===== src/design/apg_pkg.sv =====
// Shared constants, types and float helpers for the padded acoustic property grid.
package apg_pkg;

  localparam logic OP_LOAD = 1'b0;
  localparam logic OP_READ = 1'b1;

  localparam logic [1:0] REG_GRID_COLUMNS = 2'd0;
  localparam logic [1:0] REG_GRID_ROWS    = 2'd1;
  localparam logic [1:0] REG_PAD_WIDTH    = 2'd2;

  localparam int DEF_MAX_ROWS = 256;
  localparam int DEF_MAX_COLS = 256;

  localparam logic [31:0] QUIET_BIT    = 32'h0040_0000;
  localparam logic [31:0] DEFAULT_NAN  = 32'hFFC0_0000;

  typedef struct packed {
    logic [23:0]        mant;
    logic signed [10:0] expo;
    logic               nan;
    logic               inf;
    logic               zero;
  } fp_unpk_t;

  function automatic logic [4:0] clz24(input logic [23:0] m);
    logic [4:0] n;
    n = 5'd0;
    for (int i = 0; i < 24; i++) begin
      if (m[i]) n = 5'(23 - i);
    end
    return n;
  endfunction

  // Subnormal inputs are normalized here so every nonzero significand has its top bit set.
  function automatic fp_unpk_t fp_unpack(input logic [31:0] x);
    fp_unpk_t   u;
    logic [23:0] m;
    logic [4:0]  lz;
    m      = {|x[30:23], x[22:0]};
    lz     = clz24(m);
    u.mant = m << lz;
    u.expo = ((x[30:23] == 8'd0) ? 11'sd1 : $signed({3'b000, x[30:23]}))
             - $signed({6'b000000, lz});
    u.nan  = (x[30:23] == 8'hFF) && (x[22:0] != 23'd0);
    u.inf  = (x[30:23] == 8'hFF) && (x[22:0] == 23'd0);
    u.zero = (x[30:0] == 31'd0);
    return u;
  endfunction

  // Round to nearest even; a carry out of the fraction moves into the exponent.
  function automatic logic [31:0] fp_round(input logic sgn, input logic [7:0] expf,
                                           input logic [23:0] mant, input logic g,
                                           input logic st);
    logic [30:0] base;
    logic        inc;
    base = {expf, mant[22:0]};
    inc  = g & (st | mant[0]);
    return {sgn, base + 31'(inc)};
  endfunction

endpackage


===== src/design/apg_fmul.sv =====
// Four-stage IEEE single-precision multiplier with round to nearest even.
module apg_fmul (
  input  logic        clk,
  input  logic [3:0]  en,
  input  logic [31:0] a,
  input  logic [31:0] b,
  output logic [31:0] y
);
  import apg_pkg::*;

  fp_unpk_t ua, ub;
  logic        sgn_c;
  logic        spec_c;
  logic [31:0] sval_c;

  logic [23:0]        a_ma, a_mb;
  logic signed [10:0] a_ea, a_eb;
  logic               a_sgn, a_spec;
  logic [31:0]        a_sval;

  logic [47:0]        prod_c;
  logic [47:0]        b_prod;
  logic signed [10:0] b_exp;
  logic               b_sgn, b_spec;
  logic [31:0]        b_sval;

  logic [47:0]        m_c, t_c, mask_c;
  logic signed [10:0] e2_c, neg_c;
  logic [5:0]         sh_c;

  logic [23:0] c_mant;
  logic        c_g, c_st, c_ovf, c_sgn, c_spec;
  logic [7:0]  c_expf;
  logic [31:0] c_sval;

  always_comb begin
    ua     = fp_unpack(a);
    ub     = fp_unpack(b);
    sgn_c  = a[31] ^ b[31];
    spec_c = 1'b1;
    if (ua.nan) begin
      sval_c = a | QUIET_BIT;
    end else if (ub.nan) begin
      sval_c = b | QUIET_BIT;
    end else if ((ua.inf && ub.zero) || (ua.zero && ub.inf)) begin
      sval_c = DEFAULT_NAN;
    end else if (ua.inf || ub.inf) begin
      sval_c = {sgn_c, 8'hFF, 23'd0};
    end else if (ua.zero || ub.zero) begin
      sval_c = {sgn_c, 31'd0};
    end else begin
      spec_c = 1'b0;
      sval_c = 32'd0;
    end
  end

  always_ff @(posedge clk) begin
    if (en[0]) begin
      a_ma   <= ua.mant;
      a_mb   <= ub.mant;
      a_ea   <= ua.expo;
      a_eb   <= ub.expo;
      a_sgn  <= sgn_c;
      a_spec <= spec_c;
      a_sval <= sval_c;
    end
  end

  assign prod_c = a_ma * a_mb;

  always_ff @(posedge clk) begin
    if (en[1]) begin
      b_prod <= prod_c;
      b_exp  <= a_ea + a_eb - 11'sd127;
      b_sgn  <= a_sgn;
      b_spec <= a_spec;
      b_sval <= a_sval;
    end
  end

  // Results below the normal range are shifted right, lost bits fold into sticky.
  always_comb begin
    m_c    = b_prod[47] ? b_prod : {b_prod[46:0], 1'b0};
    e2_c   = b_exp + $signed({10'd0, b_prod[47]});
    neg_c  = 11'sd1 - e2_c;
    sh_c   = (e2_c > 11'sd0) ? 6'd0 : ((neg_c > 11'sd48) ? 6'd48 : neg_c[5:0]);
    t_c    = m_c >> sh_c;
    mask_c = ~({48{1'b1}} << sh_c);
  end

  always_ff @(posedge clk) begin
    if (en[2]) begin
      c_mant <= t_c[47:24];
      c_g    <= t_c[23];
      c_st   <= (|t_c[22:0]) | (|(m_c & mask_c));
      c_expf <= (e2_c > 11'sd0) ? e2_c[7:0] : 8'd0;
      c_ovf  <= e2_c > 11'sd254;
      c_sgn  <= b_sgn;
      c_spec <= b_spec;
      c_sval <= b_sval;
    end
  end

  always_ff @(posedge clk) begin
    if (en[3]) begin
      if (c_spec) begin
        y <= c_sval;
      end else if (c_ovf) begin
        y <= {c_sgn, 8'hFF, 23'd0};
      end else begin
        y <= fp_round(c_sgn, c_expf, c_mant, c_g, c_st);
      end
    end
  end

endmodule


===== config.mk =====
export PLATFORM = sky130hd
export DESIGN_NAME = apg_fmul
export DESIGN_NICKNAME = d
export VERILOG_FILES = /design/src/design/apg_pkg.sv /design/src/design/apg_fmul.sv
export SDC_FILE = /design/constraint.sdc
export NUM_CORES = 2
export LEC_CHECK = 0
export ABC_AREA = 1
export ABC_CLOCK_PERIOD_IN_PS = 7640
export BUFFER_PORTS_ARGS = -buffer_cell sky130_fd_sc_hd__clkbuf_2
export CAP_MARGIN = 20
export CORE_UTILIZATION = 25
export DETAILED_ROUTE_END_ITERATION = 7
export SETUP_SLACK_MARGIN = 0.15
export SYNTH_ARGS = -nofsm -noshare
export SYNTH_HDL_FRONTEND = slang
export SYNTH_SLANG_ARGS = --single-unit

===== constraint.sdc =====
create_clock -name clk -period 7.64 [get_ports clk]
set_input_delay 1.146 -clock clk [delete_from_list [all_inputs] [get_ports clk]]
set_output_delay 1.146 -clock clk [all_outputs]
set_load 0.02 [all_outputs]

Yosys cells after proc, flatten, opt, wreduce, memory -nomap -nowiden
Cells that the tools add are included.

Flip-flop bits (word level): 297. Output and inout bits: 32. Word-level logic and storage cells: 129.

Add/sub/neg operators: 7. Multiply operators: 1. $lt $le $gt $ge: 3. Equality and inequality tests: 2. Shift-type cells: 4. Mux-type cells: 61. Bitwise logic cells: 6. Reduce and logical (&&, ||, !) cells: 23.

Operator list (count): 5-bit 2-to-1 mux (48); 32-bit 2-to-1 mux (6); 31-bit zero test (2); 48-bit AND (1); 24-bit by 24-bit multiplier with 48-bit output (1); 48-bit 2-to-1 mux (1); 48-bit NOT (1); 48-bit OR reduction (1); 24-bit by 5-bit << shifter with 24-bit output (2); 48-bit by 6-bit << shifter with 48-bit output (first input constant) (1); 48-bit by 6-bit >> shifter with 47-bit output (1); 23-bit zero test (2); 23-bit nonzero test (2); 31-bit by 1-bit adder with 31-bit output (1); 31-bit 2-to-1 mux (1); 23-bit OR reduction (1); 8-bit by 5-bit subtractor with 9-bit output (2); 8-bit == test (second input constant) (2); 8-bit zero test (2); 8-bit 2-to-1 mux (2); 8-bit OR reduction (2); 6-bit 2-to-1 mux (2); 11-bit adder (1); 11-bit by 2-bit adder with 11-bit output (1); 13 further kinds (21).

Depth between registers and ports, before layout
Depth in word-level cells: 25. Mapped depth: 33. Depth with buffers taken out: 32.

Least setup slack after synthesis
No wires, ideal clock.

Kind: reg-to-reg. Start: register a_mb[0]. End: register b_prod[44] (data pin). Arrival time: 6368 ps. Setup slack: 1020 ps. Cell stages (with the launch flop): 29. Buffers on the path: 1. Clock period less this slack: 6620 ps. Cell sequence: edfxtp_1 > clkbuf_1 > nand2_1 > inv_1 > fa_1 > inv_1 > fa_1 > inv_1 > fa_1 > ha_1 > fa_1 > inv_1 > fa_1 > fa_1 > inv_1 > ha_1 > nand2_1 > o21ai_0 > a21boi_1 > o21ai_0 > a21boi_1 > o21bai_1 > a21oi_1 > o21ai_1 > a21boi_0 > o21ai_1 > nand3_1 > nand3_1 > nand2_1.

Longest elaborated chain between the ends: 1.

RTL lines: start: declaration (RTL line apg_fmul.sv:16) `logic [23:0] a_ma, a_mb;`; start signal: assignment (RTL line apg_fmul.sv:60) `a_mb <= ub.mant;`; 24-bit by 24-bit multiplier with 48-bit output (RTL line apg_fmul.sv:69) `assign prod_c = a_ma * a_mb;`; named net prod_c[44] (RTL line apg_fmul.sv:21) `logic [47:0] prod_c;`; end signal: assignment (RTL line apg_fmul.sv:73) `b_prod <= prod_c;`; end: declaration (RTL line apg_fmul.sv:22) `logic [47:0] b_prod;`.

The timed path passes the listed nets, and every way through them passes these cells. A chain may end at the register's enable or synchronous reset.

Worst setup path in the final report
Start: register a_mb[15]. End: register b_prod[46] (data pin).

The elaborated chain is that of the path after synthesis.

==> results.tsv <==
metric	value	unit
outcome	complete, no violations	
CP max-delay cell	edfxtp_1	
iteration count of the initial detailed-routing pass	6	
Worst Path Required	7.94	ns
RR Endpoint	b_prod[46]	
Reg2Reg Depth	25	
Min-Delay Path Class	reg -> reg	
post-synth top area cell	fa_1	
hold buffers post-CTS	0	
reg-to-reg startpoint	a_mb[15]	
synthesized cell area	37700	sq um
Placed Area	40600	sq um
Worst Tran Pin Value	1.06	ns
Routed Antenna Nets	0	
Worst Setup SP	a_mb[15]	
setup TNS	0	ns
largest net degree at the start of global routing	78	
vias in the first global route	32022	
Synth cell types	58	
Post-route DRC	0	
initial antenna violation count	0	
WP data arrival	7.42	ns
count of final hold-check violations	0	
number of synthesized flops with an enable pin	293	
Most common cell on crit path	fa_1	
Overflow after GRT	0	
clock-pin slew on the worst setup and hold paths	0.06	ns
minimum clock period	7.12	ns
synthesized area per cell	7.77	sq um
clock sinks	293	
sequential area share after synthesis	23.3	%
nets@finish	5695	
Final period util	93.2	%
Worst slew margin	28.8	%
GRT Overall Usage	14.8	%
CP endpoint kind	flip-flop	
Finished Cell Area	42400	sq um
Clk Latency, worst-skew pair	0.56	ns
clock tree buffer depth	3	
htree depth	2	
Rows	142	
max-cap violation count	0	
IO Count	101	
vias per cell	4.55	
DP Wirelength	90.9	mm
Die Y	390	um
die width	390	um
first-pass GRT wire length	179	mm
CP Launch Type	flip-flop	
total CTS buffers	36	
Slew Limit Fails	0	
Fin Hold WS	0.387	ns
core area	150000	sq um
Die ar.	152000	sq um
R2R Setup Slk	0.52	ns
warning count from the yosys run	0	
crit-path max FO	13	
share of post-route cells with drive strength above 1	6.95	%
Initial Utilization	25.2	%
vias	31788	
#FFs+latches synth	293	
fmax	140	MHz
pre-CTS setup slack	0.277	ns
port bufs	100	
CTS Root Cell	clkbuf_16	
Synth area leaders	fa_1, edfxtp_1, nand2_1	
Setup Skew	0.0300	ns
Setup-failing EPs final	0	
leading register cell type out of synthesis	edfxtp_1	
final worst slack	0.516	ns
CTS tree	built	
unrepaired setup endpoints after global routing	yes	
RD Place Congestion	0.937	
Async S/R FF share, synth	0	%
Worst Setup EP	b_prod[46]	
CP Class	reg -> reg	
routed len/inst	16.2	um
fillers	15997	
Detailed Route WL	113	mm
Worst path max stage delay	0.88	ns
P&R area growth vs syn	12.5	%
Synth Instances	4852	
post-synth top area share	25.7	%
starting DRC count in detailed routing	2643	
-- how the worst min path moves through the flow --
stage | startpoint | to | cells after the start
6_report | b_sval[31] | c_sval[31] | 0
5_1_grt | b_sval[31] | c_sval[31] | 0
4_1_cts | b_sval[31] | c_sval[31] | 0
3_5_place_dp | b_sval[31] | c_sval[31] | 0
3_3_place_gp | a_sval[26] | b_sval[26] | 0
2_1_floorplan | a_sgn | b_sgn | 0
-- kinds of logic (layout without fill, tap and decap cells) --
group	after synthesis	after routing	synth area share, %
AND/OR/NAND/NOR	2147	2147	24.0
buffers and inverters	1329	1441	13.5
adder cells (fa/ha/maj)	687	687	32.4
AO/OA/AOI/OAI	312	312	4.73
flip-flops	293	293	23.3
XOR/XNOR	75	75	1.74
multiplexers	8	8	0.216
other	1	3	0.00995
-- area by class of cell --
class	count	area (sq um)	area share, %
multi-input combinational	3231	23800	56.2
sequential	293	8800	20.7
inverter	1133	4250	10.0
tap	2016	2520	5.95
timing repair buffer	244	1790	4.22
clock buffer	40	916	2.16
clock inverter	24	284	0.670
antenna	1	2.50	0.00590
-- per-stage QoR --
| stage | utilization [%] | instances |
|---|---|---|
| after floorplan | - | 4853 |
| after global placement | 27.1 | 6863 |
| after detailed placement | 27.1 | 6864 |
| after CTS | 27.9 | 6928 |
| after global routing | 28.3 | 6981 |
| final | 28.3 | 6982 |
-- routing by layer --
metal  track usage (%)  part of all wire, %
met3              1.84                  6.4
met5                 0                    0
met4              5.09                  3.6
met1              20.1                   44
met2              24.1                   46
-- worst max-delay path: cells and delay by family, from the launching register on --
kind	cells	cell delay, ns
AOI/OAI and AO/OA	8	1.39
adders and majority gates	8	3.83
and+or+nand+nor	3	0.35
DFF	1	0.88
buffers and inverters	5	0.28
xor gates and xnor gates	1	0.14
-- sequential cells by signal, indices dropped and copies added (netlist names), 8 cells and up --
register	cells
y	32
b_sval	32
a_sval	32
b_prod	48
c_mant	23
a_mb	24
b_exp	11
a_ma	24
c_sval	32
c_expf	8
a_eb	9
a_ea	9
-- synth_stat cells, drive strengths merged (31+ instances only) --
cell type,count
nand2,1290
inv,1126
nand3,539
fa,483
edfxtp,293
nor2,210
ha,204
clkbuf,152
o21ai,151
a21oi,85
xor2,51
buf,44
nand4,32
nor3,31
-- repair_timing --
item | in CTS | in global routing
endpoints found under the setup margin | 0 | 11
setup buffers | 0 | 53
hold endpoints to repair | 0 | 0
gates resized for setup | 0 | 3
-- placed cells by master (no fill, tap or decap), types with 10 or more instances in the layout --
master | synthesis | layout
xnor2_1 | 24 | 24
o21ai_0 | 134 | 133
nand4_1 | 32 | 32
o21ai_1 | 15 | 16
clkbuf_2 | 0 | 98
inv_1 | 1118 | 1118
nand3_1 | 538 | 538
nor3_1 | 31 | 31
buf_4 | 10 | 129
nor4_1 | 14 | 12
a21oi_1 | 84 | 84
buf_12 | 0 | 16
clkinv_1 | 7 | 13
clkbuf_16 | 0 | 36
xor2_1 | 51 | 51
nand2_1 | 1282 | 1282
edfxtp_1 | 293 | 293
nand3b_1 | 14 | 14
ha_1 | 204 | 204
o21bai_1 | 11 | 10
or2_2 | 11 | 11
fa_1 | 483 | 483
nor2_1 | 201 | 200
Power is left out: the tool's default activity adds up to more than one toggle a clock period on the data nets, which glitch-free logic cannot reach.
