`config.mk`:
```
export PLATFORM = sky130hd
export DESIGN_NAME = apg_frcp
export DESIGN_NICKNAME = d
export VERILOG_FILES = /design/src/design/apg_pkg.sv /design/src/design/apg_frcp.sv
export SDC_FILE = /design/constraint.sdc
export NUM_CORES = 2
export LEC_CHECK = 0
export BUFFER_PORTS_ARGS = -buffer_cell sky130_fd_sc_hd__buf_2
export CORE_ASPECT_RATIO = 0.7
export CORE_MARGIN = 3
export CORE_UTILIZATION = 50
export DETAILED_ROUTE_END_ITERATION = 12
export PLACE_DENSITY_LB_ADDON = 0.15
export SLEW_MARGIN = 10
export SYNTH_ARGS = -nofsm -noshare
export SYNTH_HDL_FRONTEND = slang
export SYNTH_SLANG_ARGS = --single-unit
```
`constraint.sdc`:
```
create_clock -name clk -period 20.2 [get_ports clk]
set_input_delay 4.04 -clock clk [delete_from_list [all_inputs] [get_ports clk]]
set_output_delay 4.04 -clock clk [all_outputs]
set_load 0.05 [all_outputs]
```
`src/design/apg_pkg.sv`:
```
// Shared constants, types and float helpers for the padded acoustic property grid.
package apg_pkg;

  localparam logic OP_LOAD = 1'b0;
  localparam logic OP_READ = 1'b1;

  localparam logic [1:0] REG_GRID_COLUMNS = 2'd0;
  localparam logic [1:0] REG_GRID_ROWS    = 2'd1;
  localparam logic [1:0] REG_PAD_WIDTH    = 2'd2;

  localparam int DEF_MAX_ROWS = 256;
  localparam int DEF_MAX_COLS = 256;

  localparam logic [31:0] QUIET_BIT    = 32'h0040_0000;
  localparam logic [31:0] DEFAULT_NAN  = 32'hFFC0_0000;

  typedef struct packed {
    logic [23:0]        mant;
    logic signed [10:0] expo;
    logic               nan;
    logic               inf;
    logic               zero;
  } fp_unpk_t;

  function automatic logic [4:0] clz24(input logic [23:0] m);
    logic [4:0] n;
    n = 5'd0;
    for (int i = 0; i < 24; i++) begin
      if (m[i]) n = 5'(23 - i);
    end
    return n;
  endfunction

  // Subnormal inputs are normalized here so every nonzero significand has its top bit set.
  function automatic fp_unpk_t fp_unpack(input logic [31:0] x);
    fp_unpk_t   u;
    logic [23:0] m;
    logic [4:0]  lz;
    m      = {|x[30:23], x[22:0]};
    lz     = clz24(m);
    u.mant = m << lz;
    u.expo = ((x[30:23] == 8'd0) ? 11'sd1 : $signed({3'b000, x[30:23]}))
             - $signed({6'b000000, lz});
    u.nan  = (x[30:23] == 8'hFF) && (x[22:0] != 23'd0);
    u.inf  = (x[30:23] == 8'hFF) && (x[22:0] == 23'd0);
    u.zero = (x[30:0] == 31'd0);
    return u;
  endfunction

  // Round to nearest even; a carry out of the fraction moves into the exponent.
  function automatic logic [31:0] fp_round(input logic sgn, input logic [7:0] expf,
                                           input logic [23:0] mant, input logic g,
                                           input logic st);
    logic [30:0] base;
    logic        inc;
    base = {expf, mant[22:0]};
    inc  = g & (st | mant[0]);
    return {sgn, base + 31'(inc)};
  endfunction

endpackage

```
`src/design/apg_frcp.sv`:
```
// Eight-stage IEEE single-precision reciprocal by pipelined restoring division.
module apg_frcp (
  input  logic        clk,
  input  logic [7:0]  en,
  input  logic [31:0] d,
  output logic [31:0] y
);
  import apg_pkg::*;

  localparam int DIV_STAGES = 6;
  localparam int STEPS      = 5;
  localparam int QW         = DIV_STAGES * STEPS;

  typedef struct packed {
    logic [23:0]        md;
    logic signed [10:0] ed;
    logic               sgn;
    logic               spec;
    logic [31:0]        sval;
  } rcp_carry_t;

  fp_unpk_t    ud;
  rcp_carry_t  car_c;
  rcp_carry_t  s1_car;

  rcp_carry_t  car_in [DIV_STAGES];
  logic [24:0] rem_in [DIV_STAGES];
  logic [QW-1:0] quo_in [DIV_STAGES];
  logic [24:0] rem_nx [DIV_STAGES];
  logic [QW-1:0] quo_nx [DIV_STAGES];

  rcp_carry_t  dv_car [DIV_STAGES];
  logic [24:0] dv_rem [DIV_STAGES];
  logic [QW-1:0] dv_quo [DIV_STAGES];

  logic [QW-1:0]      fq;
  logic [28:0]        n_c, t_c, mask_c;
  logic               stk_c;
  logic signed [10:0] re_c, neg_c;
  logic [4:0]         sh_c;
  rcp_carry_t         fc;

  always_comb begin
    ud          = fp_unpack(d);
    car_c.md    = ud.mant;
    car_c.ed    = ud.expo;
    car_c.sgn   = d[31];
    car_c.spec  = ud.nan | ud.inf | ud.zero;
    if (ud.nan) begin
      car_c.sval = d | QUIET_BIT;
    end else if (ud.inf) begin
      car_c.sval = {d[31], 31'd0};
    end else begin
      car_c.sval = {d[31], 8'hFF, 23'd0};
    end
  end

  always_ff @(posedge clk) begin
    if (en[0]) s1_car <= car_c;
  end

  always_comb begin
    car_in[0] = s1_car;
    rem_in[0] = 25'h080_0000;
    quo_in[0] = '0;
    for (int k = 1; k < DIV_STAGES; k++) begin
      car_in[k] = dv_car[k-1];
      rem_in[k] = dv_rem[k-1];
      quo_in[k] = dv_quo[k-1];
    end
  end

  // Each stage produces STEPS quotient bits of 1.0 / significand.
  always_comb begin
    logic [24:0]   r;
    logic [QW-1:0] q;
    for (int k = 0; k < DIV_STAGES; k++) begin
      r = rem_in[k];
      q = quo_in[k];
      for (int j = 0; j < STEPS; j++) begin
        if (r >= {1'b0, car_in[k].md}) begin
          r = r - {1'b0, car_in[k].md};
          q = {q[QW-2:0], 1'b1};
        end else begin
          q = {q[QW-2:0], 1'b0};
        end
        r = {r[23:0], 1'b0};
      end
      rem_nx[k] = r;
      quo_nx[k] = q;
    end
  end

  always_ff @(posedge clk) begin
    for (int k = 0; k < DIV_STAGES; k++) begin
      if (en[k+1]) begin
        dv_car[k] <= car_in[k];
        dv_rem[k] <= rem_nx[k];
        dv_quo[k] <= quo_nx[k];
      end
    end
  end

  // The top quotient bit is set only for a significand of exactly one.
  always_comb begin
    fq     = dv_quo[DIV_STAGES-1];
    fc     = dv_car[DIV_STAGES-1];
    n_c    = fq[QW-1] ? fq[QW-1:1] : fq[QW-2:0];
    stk_c  = (|dv_rem[DIV_STAGES-1]) | (fq[QW-1] & fq[0]);
    re_c   = (fq[QW-1] ? 11'sd254 : 11'sd253) - fc.ed;
    neg_c  = 11'sd1 - re_c;
    sh_c   = (re_c > 11'sd0) ? 5'd0 : ((neg_c > 11'sd29) ? 5'd29 : neg_c[4:0]);
    t_c    = n_c >> sh_c;
    mask_c = ~({29{1'b1}} << sh_c);
  end

  always_ff @(posedge clk) begin
    if (en[7]) begin
      if (fc.spec) begin
        y <= fc.sval;
      end else if (re_c > 11'sd254) begin
        y <= {fc.sgn, 8'hFF, 23'd0};
      end else begin
        y <= fp_round(fc.sgn, (re_c > 11'sd0) ? re_c[7:0] : 8'd0, t_c[28:5], t_c[4],
                      (|t_c[3:0]) | (|(n_c & mask_c)) | stk_c);
      end
    end
  end

endmodule

```
* After elaboration in Yosys (flattened, before gate mapping)
Memories as Yosys holds them, arrays and structs flattened.
Index checks and enable logic that the tools add are counted.
W data, S select, Z words.
** Cells by class
- Add/sub/neg operators :: 34
- Reductions and logical operators :: 10
- Bitwise operators :: 10
- Equality and inequality tests :: 1
- Shift operators :: 3
- Magnitude comparators :: 33
- Mux-type cells :: 106
** Operators by type and width (count)
- $ge A25 B24 Y1 :: 29
- $mux W24 :: 30
- $sub A24 B24 Y24 :: 29
- $mux W5 :: 26
- $mux W31 :: 3
- $mux W1 :: 42
- $mux W32 :: 1
- $add A31 B1 Y31 :: 1
- $logic_not A31 Y1 :: 1
- $and A29 B29 Y29 :: 1
- $mux W29 :: 1
- $not A29 Y29 :: 1
- $reduce_or A29 Y1 :: 1
- $shl A29 B5 Y29 const A :: 1
- $shr A29 B5 Y28 :: 1
- $reduce_or A25 Y1 :: 1
- $ge A24 B24 Y1 const A :: 1
- $shl A24 B5 Y24 :: 1
- $sub A24 B24 Y24 const A :: 1
- $logic_not A23 Y1 :: 1
- $reduce_bool A23 Y1 :: 1
- $mux W8 :: 2
- $gt A11 B1 Y1 const B :: 1
- $gt A11 B6 Y1 const B :: 1
- 12 further kinds :: 19
** Storage, ports and cells
- Bits in registers :: 101
- Bits of input ports :: 41
- Output and inout bits :: 32
- Word-level logic and storage cells :: 207
- Memories :: 3
- RAM bits :: 738
** Memories
- dv_car :: words 6, width 69, rd ports 6, clocked after memory_dff 0, write ports 6, line apg_frcp.sv:32 : rcp_carry_t dv_car [DIV_STAGES];
- dv_quo :: words 6, width 30, rd ports 6, clocked after memory_dff 0, write ports 6, line apg_frcp.sv:34 : logic [QW-1:0] dv_quo [DIV_STAGES];
- dv_rem :: words 6, width 24, rd ports 6, clocked after memory_dff 0, write ports 6, line apg_frcp.sv:33 : logic [24:0] dv_rem [DIV_STAGES];

* Depth between registers and ports, before layout
- Word-level depth :: 25
- Mapped depth :: 78
- Depth with buffers taken out :: 67

* Least setup slack after synthesis
OpenSTA, ideal clock, no wires.
- Kind :: reg2reg
- Start :: mem dv_car[1][45] in the netlist's numbering
- End :: mem dv_rem[2][10] in the netlist's numbering, data pin
- Buffers on the path :: 11
- Path slack :: 4.775 ns
- Period minus slack after synthesis :: 15.425 ns
- Library setup time :: 0.163 ns
- Data required time :: 20.037 ns
- Arrival :: 15.262 ns
- Cell stages (with the launch flop) :: 68
- Path through :: edfxtp_1 > clkbuf_1 > clkbuf_1 > inv_1 > ha_1 > nand4_1 > or3_1 > o31a_1 > nand2_1 > a211oi_1 > a211oi_1 > buf_2 > buf_1 > mux2_2 > ha_1 > o21ai_0 > a21oi_1 > o2111ai_1 > (+32 left out) > clkbuf_1 > clkbuf_1 > mux2i_1 > ha_1 > or3_1 > o21ai_0 > a21oi_1 > a211o_1 > o311ai_0 > a21oi_1 > o21ai_0 > nand2b_1 > a211oi_1 > and3_1 > clkbuf_1 > inv_1 > clkbuf_1 > o221ai_1
** RTL lines (line)
- from (decl) :: apg_frcp.sv:32
- to (decl) :: apg_frcp.sv:33

==> run summary <==
The worst hold path passes through 0 cells. Data on the critical path arrives at its endpoint at 19.36 ns. The setup clock skew after layout is 0.0566 ns.

The netlist uses 101 different library cells. The pin count of the biggest net entering global routing is 72. The required time of the critical path is 20.63 ns.

Dividing the detail-routed via count by the number of cells gives 6.31. The mean instance size in the synthesized netlist came out at 9.11 sq um. The part of the Yosys area used for sequential elements is 32.5%. The post-DP HPWL is 163,000 um.

The remaining max-slew budget at the tightest pin came out at 11.8%. Synthesis inferred 719 register bits. The final-report hold violation count came out at 0. For this run, the top clock speed supported by timing is 0.0528 GHz. The number of max-slew violations in the final report is 0. The cell family contributing the most delay on the critical path is compound AO/OA/AOI/OAI gates. In this run the deepest clock path goes through 3 buffers. The initialized floorplan defines 111 standard-cell rows. In this run the horizontal extent of the chip is 442 um. The first detailed-routing pass took 8 iterations. The insertion delay of the later-clocked pin in the worst-skew pair came out at 0.70 ns. The flow ran to the end, and the final reports show no timing, DRC or antenna violations.

The starting density of the core is 50.6%. The sum of buffers and inverters on the critical path is 6. The clock tree synthesis step divided the H-tree into 3 levels.

The net count after synthesis came out at 8,018. The share of flip-flops with an asynchronous set or reset is 0%. The register-to-register setup slack came out at 1.27 ns. The core region area came out at 131,000 sq um. The number of buffers inserted to repair setup after CTS came out at 0. The global-route total usage across every layer came out at 28.7%.

The setup violation total in the final timing report is 0. At the pin with the least slew margin, the transition time is 1.32 ns. The total number of clock tree sinks came out at 719. In this run the vertical extent of the chip is 311 um. The count of max-cap constraint violations is 0.

Compared with the post-synthesis result, the final layout area differs by 7.28%. For this run, the slowest stage of the critical path takes 0.92 ns. The kind of end point of the critical path is a flop. The initial antenna violation count came out at 9. The DRC violation count after routing came out at 0.

The count of flip-flops with a built-in enable after synthesis is 719. The count of routing violations after the opening detailed-route iteration is 6,987. The worst hold path endpoint is dv_quo[5][10]. The cell area after synthesis came out at 66,400 sq um. In the synthesized netlist the dominant register cell turns out to be sky130_fd_sc_hd__edfxtp_1.

The startpoint of the most critical register-to-register path is dv_car[0][46]. The largest individual stage delay along the critical path comes from the cell sky130_fd_sc_hd__a21boi_2. The final cycle utilization of the critical path is 93.7%. The wire length of the first global-routing pass came out at 312,000 um. STA classifies the critical path startpoint as a flop.

The post-cts resize count came out at 0. Setup repair after global routing left no endpoint under its margin. The routed wire length is 205,000 um.

The area of the die is 137,000 sq um. Clock tree synthesis selected as its root buffer the cell sky130_fd_sc_hd__clkbuf_16. For this run the aggregate overflow at the end of global routing stands at 0. In the final layout, the share of cells above drive strength 1 is 8.88%.

The I/O pin count came out at 73. The total via count after detailed routing is 57.5k. The worst hold-check path type is flop to flop. The capture instance of the worst register-to-register path is dv_rem[1][22]. Dividing the detail-routed wire length by the instance count gives 22.5 um. Along the worst path, the maximum fanout reaches 26. The hold buffer count at CTS came out at 0. Leaving out fill and tap cells, the most frequent cell in the layout is sky130_fd_sc_hd__edfxtp_1. The library cells used most frequently in the layout, excluding fill and tap cells, are 719 x sky130_fd_sc_hd__edfxtp_1, 683 x sky130_fd_sc_hd__ha_1, 649 x sky130_fd_sc_hd__a21oi_1, 563 x sky130_fd_sc_hd__nor2_1, 556 x sky130_fd_sc_hd__nand2_1.

The CTS tree is yes. The classification of the worst setup path is flop to flop. The accumulated negative setup slack is 0 ns. The CTS clock-pin slew for the worst setup and hold paths came out at 0.06 ns. The depth of the most critical reg-to-reg path is 64. Counting every instance in the synthesized netlist gives 7,288. The number of I/O port buffers is 72. The beginning of the worst hold path is dv_quo[4][5]. The number of warnings printed during yosys synthesis is 0. The number of global-route vias before repair is 51.9k. Counting I/O delays and the setup requirement, the final critical path takes 18.93 ns. The number of clock buffers inserted by TritonCTS came out at 74. The number of antenna-violating nets in the routed design is 0. The final weighted congestion of routability-driven global placement came out at 1.02. The post-layout net count is 8,036.
## through the flow
step | hold slack, ns | cell area (sq um) | cells | setup WS [ns] | utilization, %
floorplan | 0.400 | 66400 | 7288 | 4.78 | -
global placement | 0.401 | 68700 | 8981 | 1.21 | 52.3
detailed placement | 0.405 | 68700 | 8981 | 0.998 | 52.3
CTS | 0.373 | 71200 | 9114 | 0.907 | 54.2
global route | 0.399 | 71200 | 9116 | 0.0456 | 54.2
finish | 0.377 | 71300 | 9118 | 1.27 | 54.2
## state kept, by name (all words and copies together) (netlist names)
register	cells
car_in	66
dv_car	372
dv_quo	105
dv_rem	144
y	32
## cells by family (layout without fill, tap and decap cells)
group,count (synthesis),count (layout),synth area share (%)
AOI/OAI and AO/OA,2246,2246,21.7
and+or+nand+nor,2082,2082,15.1
xor gates and xnor gates,601,601,7.95
DFF,719,719,32.5
muxes,392,392,6.45
buffers and inverters,558,633,3.29
other,1,5,0.00565
adders and majority gates,689,689,13.0
## cell usage after synthesis, types with 20 or more instances
cell / n / area (sq um)
sky130_fd_sc_hd__edfxtp_1: 719 / 21600
sky130_fd_sc_hd__ha_1: 683 / 8550
sky130_fd_sc_hd__a21oi_1: 650 / 3250
sky130_fd_sc_hd__nor2_1: 563 / 2110
sky130_fd_sc_hd__nand2_1: 556 / 2090
sky130_fd_sc_hd__o21ai_0: 501 / 2510
sky130_fd_sc_hd__xnor2_1: 409 / 3580
sky130_fd_sc_hd__inv_1: 353 / 1330
sky130_fd_sc_hd__mux2_2: 285 / 3210
sky130_fd_sc_hd__a21o_1: 268 / 2010
sky130_fd_sc_hd__xor2_1: 190 / 1660
sky130_fd_sc_hd__nand3_1: 166 / 831
sky130_fd_sc_hd__nor3_1: 158 / 791
sky130_fd_sc_hd__clkbuf_1: 142 / 533
sky130_fd_sc_hd__nand2b_1: 120 / 751
sky130_fd_sc_hd__o21a_1: 109 / 818
sky130_fd_sc_hd__mux2i_1: 106 / 1060
sky130_fd_sc_hd__nand4_1: 96 / 601
sky130_fd_sc_hd__o21bai_1: 84 / 631
sky130_fd_sc_hd__nor2b_1: 79 / 494
sky130_fd_sc_hd__a211oi_1: 73 / 548
sky130_fd_sc_hd__and2_1: 71 / 444
sky130_fd_sc_hd__a31oi_1: 63 / 394
sky130_fd_sc_hd__and3_1: 60 / 375
sky130_fd_sc_hd__nor4_1: 53 / 332
sky130_fd_sc_hd__o211ai_1: 51 / 383
sky130_fd_sc_hd__o221ai_1: 50 / 438
sky130_fd_sc_hd__o31ai_1: 45 / 338
sky130_fd_sc_hd__or2_2: 41 / 257
sky130_fd_sc_hd__or3_1: 41 / 257
sky130_fd_sc_hd__a21boi_0: 29 / 218
sky130_fd_sc_hd__o22ai_1: 26 / 163
sky130_fd_sc_hd__a211o_1: 24 / 210
sky130_fd_sc_hd__a31o_2: 24 / 210
sky130_fd_sc_hd__buf_2: 24 / 120
sky130_fd_sc_hd__a22oi_1: 22 / 165
sky130_fd_sc_hd__o41ai_1: 20 / 175
## worst max-delay path by stage
stage	cells after the start	to	slack (ns)	start
CTS	63	dv_rem[3][17]	0.91	dv_car[2][46]
global placement	61	dv_rem[4][2]	1.21	dv_car[3][46]
floorplan	67	dv_rem[2][10]	4.78	dv_car[1][45]
finish	64	dv_rem[1][22]	1.27	dv_car[0][46]
detailed placement	63	dv_rem[3][17]	1.0	dv_car[2][46]
global route	64	dv_rem[1][22]	0.05	dv_car[0][46]
## worst reg2reg max path, delay by kind of cell (launching register included)
family	cells	cell delay, ns
adders and majority gates	5	1.69
muxes	3	1.22
DFF	1	0.43
buffers and inverters	6	1.93
and+or+nand+nor	10	2.43
AOI/OAI and AO/OA	40	10.98
## area by class of cell
cell class | count | area [sq um]
well taps | 1751 | 2190
diodes | 4 | 10.0
clock buffers | 90 | 1910
clock inverters | 43 | 558
repair buffers | 135 | 848
multi-input cells | 6011 | 42800
fillers | 11900 | 60100
flip-flops and latches | 719 | 21600
inverters | 365 | 1380
## per-layer routing
metal  global-route usage (%)  wire (um)
met4                     5.50       3550
met5                        0         25
met2                     36.1      74700
met3                     9.96      26200
met1                     46.0     101000
Power is left out: the tool's default activity adds up to more than one toggle a clock period on the data nets, which glitch-free logic cannot reach.
